--- src/rtl/smv_pkg.sv ---
// Shared constants, types and the 2^-x table of the softmax block.
package smv_pkg;

  localparam int MAX_LEN   = 16;
  localparam int ADDR_W    = (MAX_LEN > 1) ? $clog2(MAX_LEN) : 1;
  localparam int CNT_W     = $clog2(MAX_LEN + 1);
  localparam int SCORE_W   = 16;
  localparam int EXP_W     = 16;
  localparam int PROB_W    = 16;
  localparam int IDX_W     = 4;
  localparam int SUM_W     = $clog2(MAX_LEN * 65535 + 1);
  localparam int QUO_W     = 17;
  localparam int NUM_W     = 33;
  localparam int LOG2E_Q16 = 94548;

  typedef enum logic [2:0] {
    ST_LOAD,
    ST_EXP,
    ST_DRD,
    ST_DSTART,
    ST_DWAIT,
    ST_OUT
  } state_t;

  // 2^(-i/16) in Q1.16
  function automatic logic [16:0] pow2_neg(input logic [4:0] i);
    logic [16:0] r;
    case (i)
      5'd0:    r = 17'd65536;
      5'd1:    r = 17'd62757;
      5'd2:    r = 17'd60097;
      5'd3:    r = 17'd57549;
      5'd4:    r = 17'd55109;
      5'd5:    r = 17'd52773;
      5'd6:    r = 17'd50536;
      5'd7:    r = 17'd48394;
      5'd8:    r = 17'd46341;
      5'd9:    r = 17'd44376;
      5'd10:   r = 17'd42495;
      5'd11:   r = 17'd40693;
      5'd12:   r = 17'd38968;
      5'd13:   r = 17'd37316;
      5'd14:   r = 17'd35734;
      5'd15:   r = 17'd34219;
      default: r = 17'd32768;
    endcase
    return r;
  endfunction

endpackage

--- src/rtl/smv_div.sv ---
// Restoring divider, one quotient bit per cycle.
module smv_div import smv_pkg::*; (
  input  logic             clk,
  input  logic             rst,
  input  logic             start,
  input  logic [NUM_W-1:0] num,
  input  logic [SUM_W-1:0] den,
  output logic             done,
  output logic [QUO_W-1:0] quo
);

  logic             busy;
  logic [4:0]       cnt;
  logic [SUM_W:0]   rem;
  logic [SUM_W:0]   rem_sh;
  logic             take;

  always_comb begin
    rem_sh = {rem[SUM_W-1:0], quo[QUO_W-1]};
    take   = (rem_sh >= {1'b0, den});
  end

  always_ff @(posedge clk) begin
    if (rst) begin
      busy <= 1'b0;
      done <= 1'b0;
      cnt  <= '0;
    end else begin
      done <= 1'b0;
      if (start) begin
        busy <= 1'b1;
        cnt  <= 5'(QUO_W);
      end else if (busy) begin
        cnt <= cnt - 5'd1;
        if (cnt == 5'd1) begin
          busy <= 1'b0;
          done <= 1'b1;
        end
      end
    end
    if (start) begin
      rem <= (SUM_W + 1)'(num[NUM_W-1:QUO_W]);
      quo <= num[QUO_W-1:0];
    end else if (busy) begin
      rem <= take ? (rem_sh - {1'b0, den}) : rem_sh;
      quo <= {quo[QUO_W-2:0], take};
    end
  end

endmodule

--- config.mk ---
export PLATFORM = sky130hd
export DESIGN_NAME = smv_div
export DESIGN_NICKNAME = d
export VERILOG_FILES = /design/src/rtl/smv_pkg.sv /design/src/rtl/smv_div.sv
export SDC_FILE = /design/constraint.sdc
export NUM_CORES = 1
export LEC_CHECK = 0
export BUFFER_PORTS_ARGS = -buffer_cell sky130_fd_sc_hd__buf_4
export CORE_MARGIN = 2
export CORE_UTILIZATION = 55
export DETAILED_ROUTE_END_ITERATION = 10
export PLACE_DENSITY = 0.9
export SLEW_MARGIN = 20
export SYNTH_ARGS = -nofsm -noshare
export SYNTH_HDL_FRONTEND = slang
export SYNTH_SLANG_ARGS = --single-unit
--- constraint.sdc ---
create_clock -name clk -period 4.2 [get_ports clk]
set_clock_uncertainty 0.1 [all_clocks]
set_input_delay 1.26 -clock clk [delete_from_list [all_inputs] [get_ports clk]]
set_output_delay 1.26 -clock clk [all_outputs]
set_load 0.01 [all_outputs]
==> impl_metrics.yaml <==
die:
  die_x_um: 81.9
  die_h_um: 81.9
  core_area_um2: 5890
  rows: 28
  dieArea_um2: 6700
  ioPinCount: 74
  start_util_pct: 56.7
finish:
  seq_area_um2: 1210
  multiInputGateArea_um2: 1930
  fillers: 468
  fin_nets: 502
  drive_above_1_share_pct: 28.1
  antenna_cells: 0
  fin_cells: 499
  area_delta_synth_final_pct: 21.9
sta:
  worst_pin_slew_ns: 0.580
  fin_crit_ns: 3.83
  tns_ns: 0
  slew_viol_final: 0
  hold_violations: 0
  period_share_pct: 91.2
  hold-worst-slack_ns: 0.417
  relSlewSlack_pct: 61.2
  rsz0062_at_grt: "false"
  fmax_mhz: 261
  finalSetupViolations: 0
  setup_slack_ns: 0.372
placement:
  dpl.cell_count: 491
  place_hpwl_um: 6260
  portBuffers: 73
  place.gp.congestion: 0.982
  place_ws_ns: 0.194
yosys:
  ys_ff_latch: 44
  synthTopCellsByCount: "edfxtp_1, inv_1, nand2_1, nor2_1, ha_1"
  synth_cell_types: 61
  synth.area.top_cells: "edfxtp_1, ha_1, dfxtp_1, mux2_2, inv_1"
  syn_area_per_cell_um2: 9.42
  async_flop_share_pct: 0
  synth_fp_nets: 433
  synth_edf_count: 33
  ys_seq_area_share_pct: 36.3
  synth_top_flop_cell: "edfxtp_1"
  synth_cells: 354
  synth.most_common_cell: "edfxtp_1"
  syn_area_um2: 3340
  yosys.area.top_type_share_pct: 29.7
  yosys_warnings: 0
  yosys.area.top_type: "edfxtp_1"
critical_path:
  cp.arrival_ns: 3.77
  cp-end-kind: "flip-flop"
  path_class: "input port to flip-flop"
  crit_path_start_kind: "input port"
  crit_required_ns: 4.14
  path_max_fanout: 19
clock_tree:
  root_buffer: "clkbuf_8"
  cts_buffers: 5
  path_clk_slew_ns: 0.09
  cts_tree: "done"
  clk_latency_ns: 0.30
  cts-resized-gates: 0
  max-clock-path-buffers: 2
  hold_buffers: 0
  cts.sinks: 44
  htree_num_levels: 2
  cts_setup_buffers: 0
pwr:
  total_leakage_power_nw: 1.75
  ir_drop_uv: 239
  cellPowerDensity_nw_per_um2: 395
global_routing:
  grt_pass1_wl_um: 14000
  grt_usage_pct: 26.7
  grt.overflow.total: 0
  grt_max_degree: 52
  grt_pass1_vias: 3132
  antenna_found_initial: 0
routing:
  via_per_inst: 6.23
  firstDrtPassIters: 5
  drc: 0
  ant_nets: 0
  num_vias: 3110
  wirelength_um: 8650
  wl_per_cell_um: 17.3
  drtIter0Drc: 194
worst_hold_path:
  min_path_type: "flip-flop to flip-flop"
job:
  cap_violations: 0
status:
  status: "completed"
-- layout make-up --
class,count,share of cell area (%)
multi-input cells,263,47.4
flip-flops and latches,44,29.8
repair buffers,81,14.9
clock buffers,8,3.01
inverters,28,2.58
well taps,75,2.31
-- where the power goes --
group,internal (mW),leakage [nW],switching [mW]
logic,0.301,1.26,0.376
registers,0.540,0.424,0.0408
clock network,0.190,0.0618,0.158
-- routing by layer --
layer	track usage, %	share of wire [%]	vias up
li1	-	-	1458
met3	6.26	8.3	28
met2	45.6	48	166
met1	32.2	41	1458
met5	0	0	-
met4	11.2	3.2	0
-- stage by stage --
step,instance area (um2),utilization (%),total power [mW]
finish,4070,69.1,1.61
global route,4070,69.1,1.69
CTS,4070,69.1,1.59
detailed placement,3950,67.0,1.25
global placement,3950,67.0,1.22
floorplan,3340,-,1.05
-- final timing paths --
path / start / depth (start not counted) / endpoint / slack, ns
max: den[3] / 10 / rem[14] / 0.37
min: rem[18] / 2 / rem[18] / 0.42
max reg2reg: rem[2] / 8 / rem[14] / 0.99
min reg2reg: rem[18] / 2 / rem[18] / 0.42
-- cells by family after synthesis --
| kind of cell | share of synthesized area, % |
|---|---|
| buf+inv | 5.93 |
| simple gates | 19.1 |
| mux | 6.08 |
| fa+ha+maj | 8.85 |
| compound gates | 19.2 |
| xor+xnor | 4.46 |
| flops | 36.3 |
-- sequential cells by signal (all words and copies together) (netlist names) --
register,flops
quo,17
busy,1
rem,20
done,1
cnt,5
-- cells in the final DEF (no fill, tap or decap), types with 4 or more instances in the layout --
| master | n |
|---|---|
| a211oi_1 | 5 |
| edfxtp_1 | 33 |
| nand2b_1 | 7 |
| xor2_1 | 6 |
| and3_1 | 4 |
| o31ai_1 | 6 |
| nand3_1 | 9 |
| o21a_1 | 6 |
| o311ai_2 | 6 |
| clkbuf_8 | 5 |
| nor2b_1 | 5 |
| a21o_1 | 4 |
| o21ai_0 | 10 |
| nor3_1 | 11 |
| ha_1 | 22 |
| buf_4 | 81 |
| nor2_1 | 26 |
| nand4_1 | 12 |
| xnor2_1 | 11 |
| nand2_1 | 26 |
| inv_1 | 27 |
| dfxtp_1 | 11 |
| a21oi_1 | 20 |
| mux2_2 | 18 |
-- worst max-delay path, cell delays in order --
cell	delay (ns)
buf_4	0.07
inv_1	0.03
ha_1	0.36
nand3_1	0.14
o21bai_1	0.25
a211oi_1	0.41
or3b_1	0.24
nand4_2	0.49
a41oi_1	0.41
o31ai_1	0.10
No activity file was read; power rests on OpenSTA's default activity.
